$ cat src/hw/rtl/lbg_pkg.sv
// shared types and constants of the bar graph cell generator
`timescale 1ns / 1ps
package lbg_pkg;

    localparam int MAX_COLUMNS = 40;
    localparam logic [7:0] LEFT_GLYPH = 8'd91;
    localparam logic [7:0] RIGHT_GLYPH = 8'd93;

    localparam int COL_W = 6;
    localparam int ROW_W = 2;
    localparam int GLYPH_W = 8;
    localparam int POS_W = 32;
    localparam int QUOT_W = 7;
    localparam int PROD_W = POS_W + QUOT_W;
    localparam int OUT_DATA_W = 16;
    localparam int CFG_IDX_W = 3;
    localparam int CFG_DATA_W = 32;
    localparam int QUEUE_DEPTH = 2;

    localparam logic [COL_W-1:0] COL_LAST = COL_W'(MAX_COLUMNS - 1);

    localparam logic [CFG_IDX_W-1:0] REG_RANGE_MIN = 3'd0;
    localparam logic [CFG_IDX_W-1:0] REG_RANGE_MAX = 3'd1;
    localparam logic [CFG_IDX_W-1:0] REG_FIRST_COLUMN = 3'd2;
    localparam logic [CFG_IDX_W-1:0] REG_LAST_COLUMN = 3'd3;
    localparam logic [CFG_IDX_W-1:0] REG_DISPLAY_ROW = 3'd4;
    localparam logic [CFG_IDX_W-1:0] REG_EMPTY_GLYPH = 3'd5;
    localparam logic [CFG_IDX_W-1:0] REG_FULL_GLYPH = 3'd6;
    localparam logic [CFG_IDX_W-1:0] REG_HALF_GLYPH = 3'd7;

    typedef struct packed {
        logic signed [POS_W-1:0] range_min;
        logic signed [POS_W-1:0] range_max;
        logic [COL_W-1:0]        first_column;
        logic [COL_W-1:0]        last_column;
        logic [ROW_W-1:0]        display_row;
        logic [GLYPH_W-1:0]      empty_glyph;
        logic [GLYPH_W-1:0]      full_glyph;
        logic [GLYPH_W-1:0]      half_glyph;
    } cfg_t;

    typedef struct packed {
        logic [COL_W-1:0]  first;
        logic [COL_W-1:0]  last;
        logic [QUOT_W-1:0] half_idx;
        logic              odd;
    } job_t;

endpackage

$ cat src/hw/rtl/lbg_front.sv
// front end: takes positions, clamps and maps them to a half-cell index
`timescale 1ns / 1ps
module lbg_front
    import lbg_pkg::*;
(
    input  logic             aclk,
    input  logic             aresetn,
    input  cfg_t             cfg,
    input  logic             s_tvalid,
    output logic             s_tready,
    input  logic [POS_W-1:0] s_tdata,
    output logic             push_valid,
    input  logic             push_ready,
    output job_t             push_job
);

    typedef enum logic [5:0] {
        FR_IDLE  = 6'b000001,
        FR_CLAMP = 6'b000010,
        FR_SUB   = 6'b000100,
        FR_MUL   = 6'b001000,
        FR_DIV   = 6'b010000,
        FR_PUSH  = 6'b100000
    } front_state_t;

    front_state_t state_reg, state_next;

    logic                    in_full_reg;
    logic signed [POS_W-1:0] in_pos_reg;
    logic signed [POS_W-1:0] p_reg;
    logic [POS_W-1:0]        a_reg;
    logic [POS_W-1:0]        d_reg;
    logic                    eq_reg;
    logic [PROD_W-1:0]       rem_reg;
    logic [PROD_W-1:0]       dshift_reg;
    logic [QUOT_W-1:0]       q_reg;
    logic [2:0]              div_cnt_reg;

    logic                    take;
    logic                    asc;
    logic signed [POS_W-1:0] lo;
    logic signed [POS_W-1:0] hi;
    logic signed [POS_W-1:0] p_clamp;
    logic [COL_W-1:0]        first_sat;
    logic [COL_W-1:0]        last_lim;
    logic [COL_W-1:0]        last_sat;
    logic [QUOT_W-1:0]       span;
    logic                    ge;
    logic [QUOT_W-1:0]       q_eff;
    logic [QUOT_W:0]         k;

    assign take     = (state_reg == FR_CLAMP);
    assign s_tready = !in_full_reg || take;

    assign asc = cfg.range_min < cfg.range_max;
    assign lo  = asc ? cfg.range_min : cfg.range_max;
    assign hi  = asc ? cfg.range_max : cfg.range_min;

    always_comb begin
        if (in_pos_reg < lo) begin
            p_clamp = lo;
        end else if (in_pos_reg > hi) begin
            p_clamp = hi;
        end else begin
            p_clamp = in_pos_reg;
        end
    end

    assign first_sat = (cfg.first_column > COL_LAST) ? COL_LAST : cfg.first_column;
    assign last_lim  = (cfg.last_column > COL_LAST) ? COL_LAST : cfg.last_column;
    assign last_sat  = (last_lim < first_sat) ? first_sat : last_lim;
    assign span      = {last_sat - first_sat, 1'b1};

    assign ge    = rem_reg >= dshift_reg;
    assign q_eff = eq_reg ? '0 : q_reg;
    assign k     = {1'b0, q_eff} + {1'b0, first_sat, 1'b0};

    assign push_valid        = (state_reg == FR_PUSH);
    assign push_job.first    = first_sat;
    assign push_job.last     = last_sat;
    assign push_job.half_idx = k[QUOT_W:1];
    assign push_job.odd      = k[0];

    always_comb begin
        state_next = state_reg;
        case (state_reg)
            FR_IDLE:  if (in_full_reg) state_next = FR_CLAMP;
            FR_CLAMP: state_next = FR_SUB;
            FR_SUB:   state_next = FR_MUL;
            FR_MUL:   state_next = FR_DIV;
            FR_DIV:   if (div_cnt_reg == '0) state_next = FR_PUSH;
            FR_PUSH:  if (push_ready) state_next = FR_IDLE;
            default:  state_next = FR_IDLE;
        endcase
    end

    always_ff @(posedge aclk) begin
        if (!aresetn) begin
            state_reg   <= FR_IDLE;
            in_full_reg <= 1'b0;
        end else begin
            state_reg <= state_next;
            if (s_tvalid && s_tready) begin
                in_full_reg <= 1'b1;
            end else if (take) begin
                in_full_reg <= 1'b0;
            end
        end
    end

    always_ff @(posedge aclk) begin
        if (s_tvalid && s_tready) begin
            in_pos_reg <= s_tdata;
        end
        case (state_reg)
            FR_CLAMP: p_reg <= p_clamp;
            FR_SUB: begin
                a_reg  <= asc ? p_reg - cfg.range_min : cfg.range_min - p_reg;
                d_reg  <= asc ? cfg.range_max - cfg.range_min
                              : cfg.range_min - cfg.range_max;
                eq_reg <= cfg.range_min == cfg.range_max;
            end
            FR_MUL: begin
                rem_reg     <= PROD_W'(a_reg) * PROD_W'(span);
                dshift_reg  <= PROD_W'({d_reg, (QUOT_W-1)'(0)});
                div_cnt_reg <= 3'(QUOT_W - 1);
            end
            FR_DIV: begin
                if (ge) begin
                    rem_reg <= rem_reg - dshift_reg;
                end
                q_reg       <= {q_reg[QUOT_W-2:0], ge};
                dshift_reg  <= dshift_reg >> 1;
                div_cnt_reg <= div_cnt_reg - 3'd1;
            end
            default: ;
        endcase
    end

endmodule

$ cat src/hw/rtl/lbg_queue.sv
// two-entry job queue between the front and back ends
`timescale 1ns / 1ps
module lbg_queue
    import lbg_pkg::*;
(
    input  logic aclk,
    input  logic aresetn,
    input  logic push_valid,
    output logic push_ready,
    input  job_t push_job,
    output logic pop_valid,
    input  logic pop_ready,
    output job_t pop_job
);

    localparam int PTR_W = $clog2(QUEUE_DEPTH);

    job_t               entry_reg [QUEUE_DEPTH];
    logic [PTR_W-1:0]   wr_ptr_reg;
    logic [PTR_W-1:0]   rd_ptr_reg;
    logic [PTR_W:0]     count_reg;
    logic               do_push;
    logic               do_pop;

    assign push_ready = count_reg != (PTR_W+1)'(QUEUE_DEPTH);
    assign pop_valid  = count_reg != '0;
    assign pop_job    = entry_reg[rd_ptr_reg];
    assign do_push    = push_valid && push_ready;
    assign do_pop     = pop_valid && pop_ready;

    always_ff @(posedge aclk) begin
        if (!aresetn) begin
            wr_ptr_reg <= '0;
            rd_ptr_reg <= '0;
            count_reg  <= '0;
        end else begin
            if (do_push) begin
                wr_ptr_reg <= wr_ptr_reg + PTR_W'(1);
            end
            if (do_pop) begin
                rd_ptr_reg <= rd_ptr_reg + PTR_W'(1);
            end
            if (do_push && !do_pop) begin
                count_reg <= count_reg + (PTR_W+1)'(1);
            end else if (do_pop && !do_push) begin
                count_reg <= count_reg - (PTR_W+1)'(1);
            end
        end
    end

    always_ff @(posedge aclk) begin
        if (do_push) begin
            entry_reg[wr_ptr_reg] <= push_job;
        end
    end

endmodule

$ cat src/hw/rtl/lbg_back.sv
// back end: walks the columns of a job and emits one cell per cycle unless the output stalls
`timescale 1ns / 1ps
module lbg_back
    import lbg_pkg::*;
(
    input  logic                  aclk,
    input  logic                  aresetn,
    input  cfg_t                  cfg,
    input  logic                  job_valid,
    output logic                  job_pop,
    input  job_t                  job,
    output logic                  m_tvalid,
    input  logic                  m_tready,
    output logic [OUT_DATA_W-1:0] m_tdata,
    output logic                  m_tlast
);

    logic                  out_valid_reg;
    logic [OUT_DATA_W-1:0] out_data_reg;
    logic                  out_last_reg;
    logic [COL_W-1:0]      col_reg;
    logic                  started_reg;

    logic                  load_en;
    logic                  emit;
    logic [COL_W-1:0]      col;
    logic                  at_last;
    logic [GLYPH_W-1:0]    glyph;

    assign load_en = !out_valid_reg || m_tready;
    assign emit    = load_en && job_valid;
    assign col     = started_reg ? col_reg : job.first;
    assign at_last = col == job.last;
    assign job_pop = emit && at_last;

    always_comb begin
        if (col == job.first) begin
            glyph = LEFT_GLYPH;
        end else if (at_last) begin
            glyph = RIGHT_GLYPH;
        end else if ({1'b0, col} < job.half_idx) begin
            glyph = cfg.full_glyph;
        end else if (({1'b0, col} == job.half_idx) && job.odd) begin
            glyph = cfg.half_glyph;
        end else begin
            glyph = cfg.empty_glyph;
        end
    end

    always_ff @(posedge aclk) begin
        if (!aresetn) begin
            out_valid_reg <= 1'b0;
            started_reg   <= 1'b0;
        end else if (emit) begin
            out_valid_reg <= 1'b1;
            started_reg   <= !at_last;
        end else if (load_en) begin
            out_valid_reg <= 1'b0;
        end
    end

    always_ff @(posedge aclk) begin
        if (emit) begin
            out_data_reg <= {glyph, cfg.display_row, col};
            out_last_reg <= at_last;
            col_reg      <= col + COL_W'(1);
        end
    end

    assign m_tvalid = out_valid_reg;
    assign m_tdata  = out_data_reg;
    assign m_tlast  = out_last_reg;

endmodule

$ cat src/hw/rtl/lcd_bar_graph_cell_generator.sv
// Top level: registers, front end, job queue and cell emitting back end.
// Each position passes the clamp, subtract, multiply and divide states of the front end,
// whose divide state runs a 7-step quotient loop, then the job queue and the back end.
// The back end emits one cell per cycle unless stalled, last - first + 1 cells a position
// after column saturation; the front end maps the next position while cells go out.
// Synchronous active-low reset clears all control state and loads register defaults.
`timescale 1ns / 1ps
module lcd_bar_graph_cell_generator
    import lbg_pkg::*;
(
    input  logic                  aclk,
    input  logic                  aresetn,
    input  logic                  cfg_valid,
    output logic                  cfg_ready,
    input  logic [CFG_IDX_W-1:0]  cfg_index,
    input  logic [CFG_DATA_W-1:0] cfg_data,
    input  logic                  s_tvalid,
    output logic                  s_tready,
    input  logic [POS_W-1:0]      s_tdata,  // position
    output logic                  m_tvalid,
    input  logic                  m_tready,
    output logic [OUT_DATA_W-1:0] m_tdata,  // cell_column, cell_row, glyph
    output logic                  m_tlast
);

    cfg_t cfg_reg;
    logic push_valid;
    logic push_ready;
    job_t push_job;
    logic pop_valid;
    logic pop_ready;
    job_t pop_job;

    assign cfg_ready = 1'b1;

    always_ff @(posedge aclk) begin
        if (!aresetn) begin
            cfg_reg.range_min    <= 32'sd0;
            cfg_reg.range_max    <= 32'sd100;
            cfg_reg.first_column <= 6'd0;
            cfg_reg.last_column  <= 6'd7;
            cfg_reg.display_row  <= 2'd0;
            cfg_reg.empty_glyph  <= 8'd20;
            cfg_reg.full_glyph   <= 8'd255;
            cfg_reg.half_glyph   <= 8'd255;
        end else if (cfg_valid && cfg_ready) begin
            case (cfg_index)
                REG_RANGE_MIN:    cfg_reg.range_min    <= cfg_data;
                REG_RANGE_MAX:    cfg_reg.range_max    <= cfg_data;
                REG_FIRST_COLUMN: cfg_reg.first_column <= cfg_data[COL_W-1:0];
                REG_LAST_COLUMN:  cfg_reg.last_column  <= cfg_data[COL_W-1:0];
                REG_DISPLAY_ROW:  cfg_reg.display_row  <= cfg_data[ROW_W-1:0];
                REG_EMPTY_GLYPH:  cfg_reg.empty_glyph  <= cfg_data[GLYPH_W-1:0];
                REG_FULL_GLYPH:   cfg_reg.full_glyph   <= cfg_data[GLYPH_W-1:0];
                REG_HALF_GLYPH:   cfg_reg.half_glyph   <= cfg_data[GLYPH_W-1:0];
                default: ;
            endcase
        end
    end

    lbg_front u_front (
        .aclk       (aclk),
        .aresetn    (aresetn),
        .cfg        (cfg_reg),
        .s_tvalid   (s_tvalid),
        .s_tready   (s_tready),
        .s_tdata    (s_tdata),
        .push_valid (push_valid),
        .push_ready (push_ready),
        .push_job   (push_job)
    );

    lbg_queue u_queue (
        .aclk       (aclk),
        .aresetn    (aresetn),
        .push_valid (push_valid),
        .push_ready (push_ready),
        .push_job   (push_job),
        .pop_valid  (pop_valid),
        .pop_ready  (pop_ready),
        .pop_job    (pop_job)
    );

    lbg_back u_back (
        .aclk      (aclk),
        .aresetn   (aresetn),
        .cfg       (cfg_reg),
        .job_valid (pop_valid),
        .job_pop   (pop_ready),
        .job       (pop_job),
        .m_tvalid  (m_tvalid),
        .m_tready  (m_tready),
        .m_tdata   (m_tdata),
        .m_tlast   (m_tlast)
    );

endmodule

$ cat config.mk
export PLATFORM = sky130hd
export DESIGN_NAME = lcd_bar_graph_cell_generator
export DESIGN_NICKNAME = d
export VERILOG_FILES = /design/src/hw/rtl/lbg_pkg.sv /design/src/hw/rtl/lbg_front.sv /design/src/hw/rtl/lbg_queue.sv /design/src/hw/rtl/lbg_back.sv /design/src/hw/rtl/lcd_bar_graph_cell_generator.sv
export SDC_FILE = /design/constraint.sdc
export NUM_CORES = 2
export LEC_CHECK = 0
export CORE_ASPECT_RATIO = 1.1
export CORE_UTILIZATION = 50
export DETAILED_ROUTE_END_ITERATION = 10
export DONT_BUFFER_PORTS = 1
export HOLD_SLACK_MARGIN = 0.03
export PLACE_DENSITY = 0.71
export SYNTH_ARGS = -nofsm -noshare
export SYNTH_HDL_FRONTEND = slang
export SYNTH_SLANG_ARGS = --single-unit
$ cat constraint.sdc
create_clock -name aclk -period 24.3 [get_ports aclk]
set_input_delay 1.215 -clock aclk [delete_from_list [all_inputs] [get_ports aclk]]
set_output_delay 1.215 -clock aclk [all_outputs]
set_load 0.05 [all_outputs]
==> reports/metrics.cfg <==
[outcome]
outcome = completed

[setup_path]
worst-path-buf-inv = 5
r2r_start = cfg_reg[37]$_SDFFE_PN0P_
start_kind = flop
end_kind = flop
cp_slowest_cell = a21oi_1
slowest_delay_ns = 0.56
r2r_slack_ns = 14.55
worst-path-stages = 39
cpMostUsedCell = a21oi_1
path_max_fanout = 32
arrival_ns = 10.07
worstPathRequired_ns = 24.61
startpoint = cfg_reg[37]$_SDFFE_PN0P_
r2r_cells = 39
crit_path_end = u_front.rem_reg[28]$_DFFE_PP_
r2r_end = u_front.rem_reg[28]$_DFFE_PP_
path_delay_family = compound AO/OA/AOI/OAI gates
path_class = flop to flop

[yosys]
synthTopCellsByArea = edfxtp_1 25%, ha_1 11%, fa_1 9.3%
yosysWarningCount = 0
avgSynthCellArea_um2 = 9.02
ys.flop_type = edfxtp_1
synthMostInstantiatedCell = inv_1
ys_types = 81
yosysTopAreaCell = edfxtp_1
synth_edf_count = 279
ys_ff_latch = 395
yosysSeqAreaShare = 0.318
netlist_area_um2 = 33700
async_flop_share = 0
synth_top_area_frac = 0.249
synthTopCellsByCount = 490 x inv_1, 456 x nand2_1, 309 x ha_1
syn_inst = 3735
synth_nets = 4272

[floorplan]
dieHeight_um = 274
die_area_um2 = 68400
initial_core_util = 0.507
io-pin-count = 92
die_w_um = 250
num_rows = 99
placeableCoreArea_um2 = 66500

[route]
vias = 25600
drt_first_pass_iters = 5
post_drt_wl_per_cell_um = 18.0
drc = 0
drt_iter0_drc = 1618
vias_per_cell = 5.62
totalWireLength_mm = 82.1
ant_nets = 0

[place]
gp_congestion = 0.960
pre_cts_slack_ns = 14.65
port_buffers = 0
postPlaceCellArea_um2 = 34400
dpl.hpwl_mm = 63.3

[clocking]
cts_setup_buffers = 0
cts.sinks = 395
clk_path_buf_depth = 3
root_buffer = clkbuf_16
clk_pin_slew_ns = 0.07
cts_buffers = 43
cts_tree = done
cts_resized = 0
cts_hold_buf = 0
cts_max_level = 2
clkLatencyLatePin_ns = 0.60

[pwr]
p_total_w = 0.00365
irDropWorstVdd_mv = 0.0733
power_leakage_nw = 15.9
p_per_area_nw_per_um2 = 102

[timing]
fin_crit_ns = 9.75
rsz0062_at_grt = no
slew_violations = 0
timing.final.crit_share = 0.401
hold_viol = 0
clock.fmax_ghz = 0.103
slew_headroom = 0.366
finalSetupViolations = 0
skew_ns = 0.0212
worst_slack_ns = 14.55
setup_tns_ns = 0
worstMarginPinSlew_ns = 0.942

[layout]
nFillCells = 5867
num_antenna_cells = 0
area_growth_pct = 6.35
final_cell_area_um2 = 35800
fin_nets = 4194
largest_reg_flops = 102
drive_above_1_share = 0.0412

[grt]
grt_max_degree = 116
grt_pass1_vias = 25200
grt_antenna_before_repair = 0
grt_first_pass_wirelength_mm = 133
overflow = 0
track_usage = 0.241

[min_path]
min_path_type = flop to flop

[run]
drv_cap = 0

cell families after synthesis:
kind of cell | Yosys count | share of synthesized area
other | 1 | 0.000111
multiplexers | 150 | 0.0454
AND/OR/NAND/NOR | 1015 | 0.143
AO/OA/AOI/OAI | 916 | 0.173
XOR/XNOR | 149 | 0.0387
adder cells (fa/ha/maj) | 465 | 0.207
flip-flops | 395 | 0.318
buffers and inverters | 644 | 0.0741
how the worst min path moves through the flow:
stage / depth (start not counted) / from / to / slack, ns
6_report: 0 / u_front.q_reg[3]$_DFFE_PP_ / u_front.q_reg[4]$_DFFE_PP_ / 0.45
5_1_grt: 0 / cfg_reg[24]$_SDFFE_PN0P_ / u_back.m_tdata[6]$_DFFE_PP_ / 0.46
4_1_cts: 0 / u_front.q_reg[5]$_DFFE_PP_ / u_front.q_reg[6]$_DFFE_PP_ / 0.45
3_5_place_dp: 0 / u_front.q_reg[5]$_DFFE_PP_ / u_front.q_reg[6]$_DFFE_PP_ / 0.43
3_3_place_gp: 0 / u_front.q_reg[1]$_DFFE_PP_ / u_front.q_reg[2]$_DFFE_PP_ / 0.42
2_1_floorplan: 0 / cfg_reg[24]$_SDFFE_PN0P_ / u_back.m_tdata[6]$_DFFE_PP_ / 0.41
metrics by stage:
step | instances | util | hold WS [ns]
CTS | 4550 | 0.539 | 0.445
global route | 4550 | 0.539 | 0.460
floorplan | 3735 | - | 0.408
finish | 4550 | 0.539 | 0.452
global placement | 4470 | 0.517 | 0.424
detailed placement | 4470 | 0.517 | 0.431
layout by cell type (no fill, tap or decap), drive strengths merged, types with 11 or more instances in the layout:
master and count:
nand4 47, o21a 54, buf 31, fa 156
a21o 139, clkinv 11, inv 495, o21ai 172
a211oi 18, a21boi 77, edfxtp 279, and2 103
ha 309, mux2 20, nand2 457, a31oi 58
nor2b 56, xnor2 100, xor2 49, o31ai 15
clkbuf 56, mux2i 130, and3 22, o21bai 37
dfxtp 116, nand3 47, o211ai 16, nor2 148
nand2b 55, nor3 32, a21oi 259
where the power goes:
part | internal [W] | leakage, nW | switching, W
sequential | 0.000860 | 3.47 | 0.0000238
combinational | 0.000889 | 11.7 | 0.00121
clock | 0.000378 | 0.680 | 0.000293
final cells by class:
cell class                 count  area, um^2  area share
sequential                   395       10700       0.299
inverter                     490        1840      0.0513
multi-input combinational   2696       20600       0.574
tap                          858        1070      0.0300
clock inverter                24         256     0.00716
clock buffer                  56        1170      0.0326
timing repair buffer          31         233     0.00649
metal layers:
metal	up-vias	track usage	wire length, um
met4	0	0.0876	2910
met2	623	0.399	37600
met5	-	0	0
met1	12200	0.325	37800
li1	12600	-	-
met3	138	0.0288	3800
No activity file was read; power rests on OpenSTA's default activity.
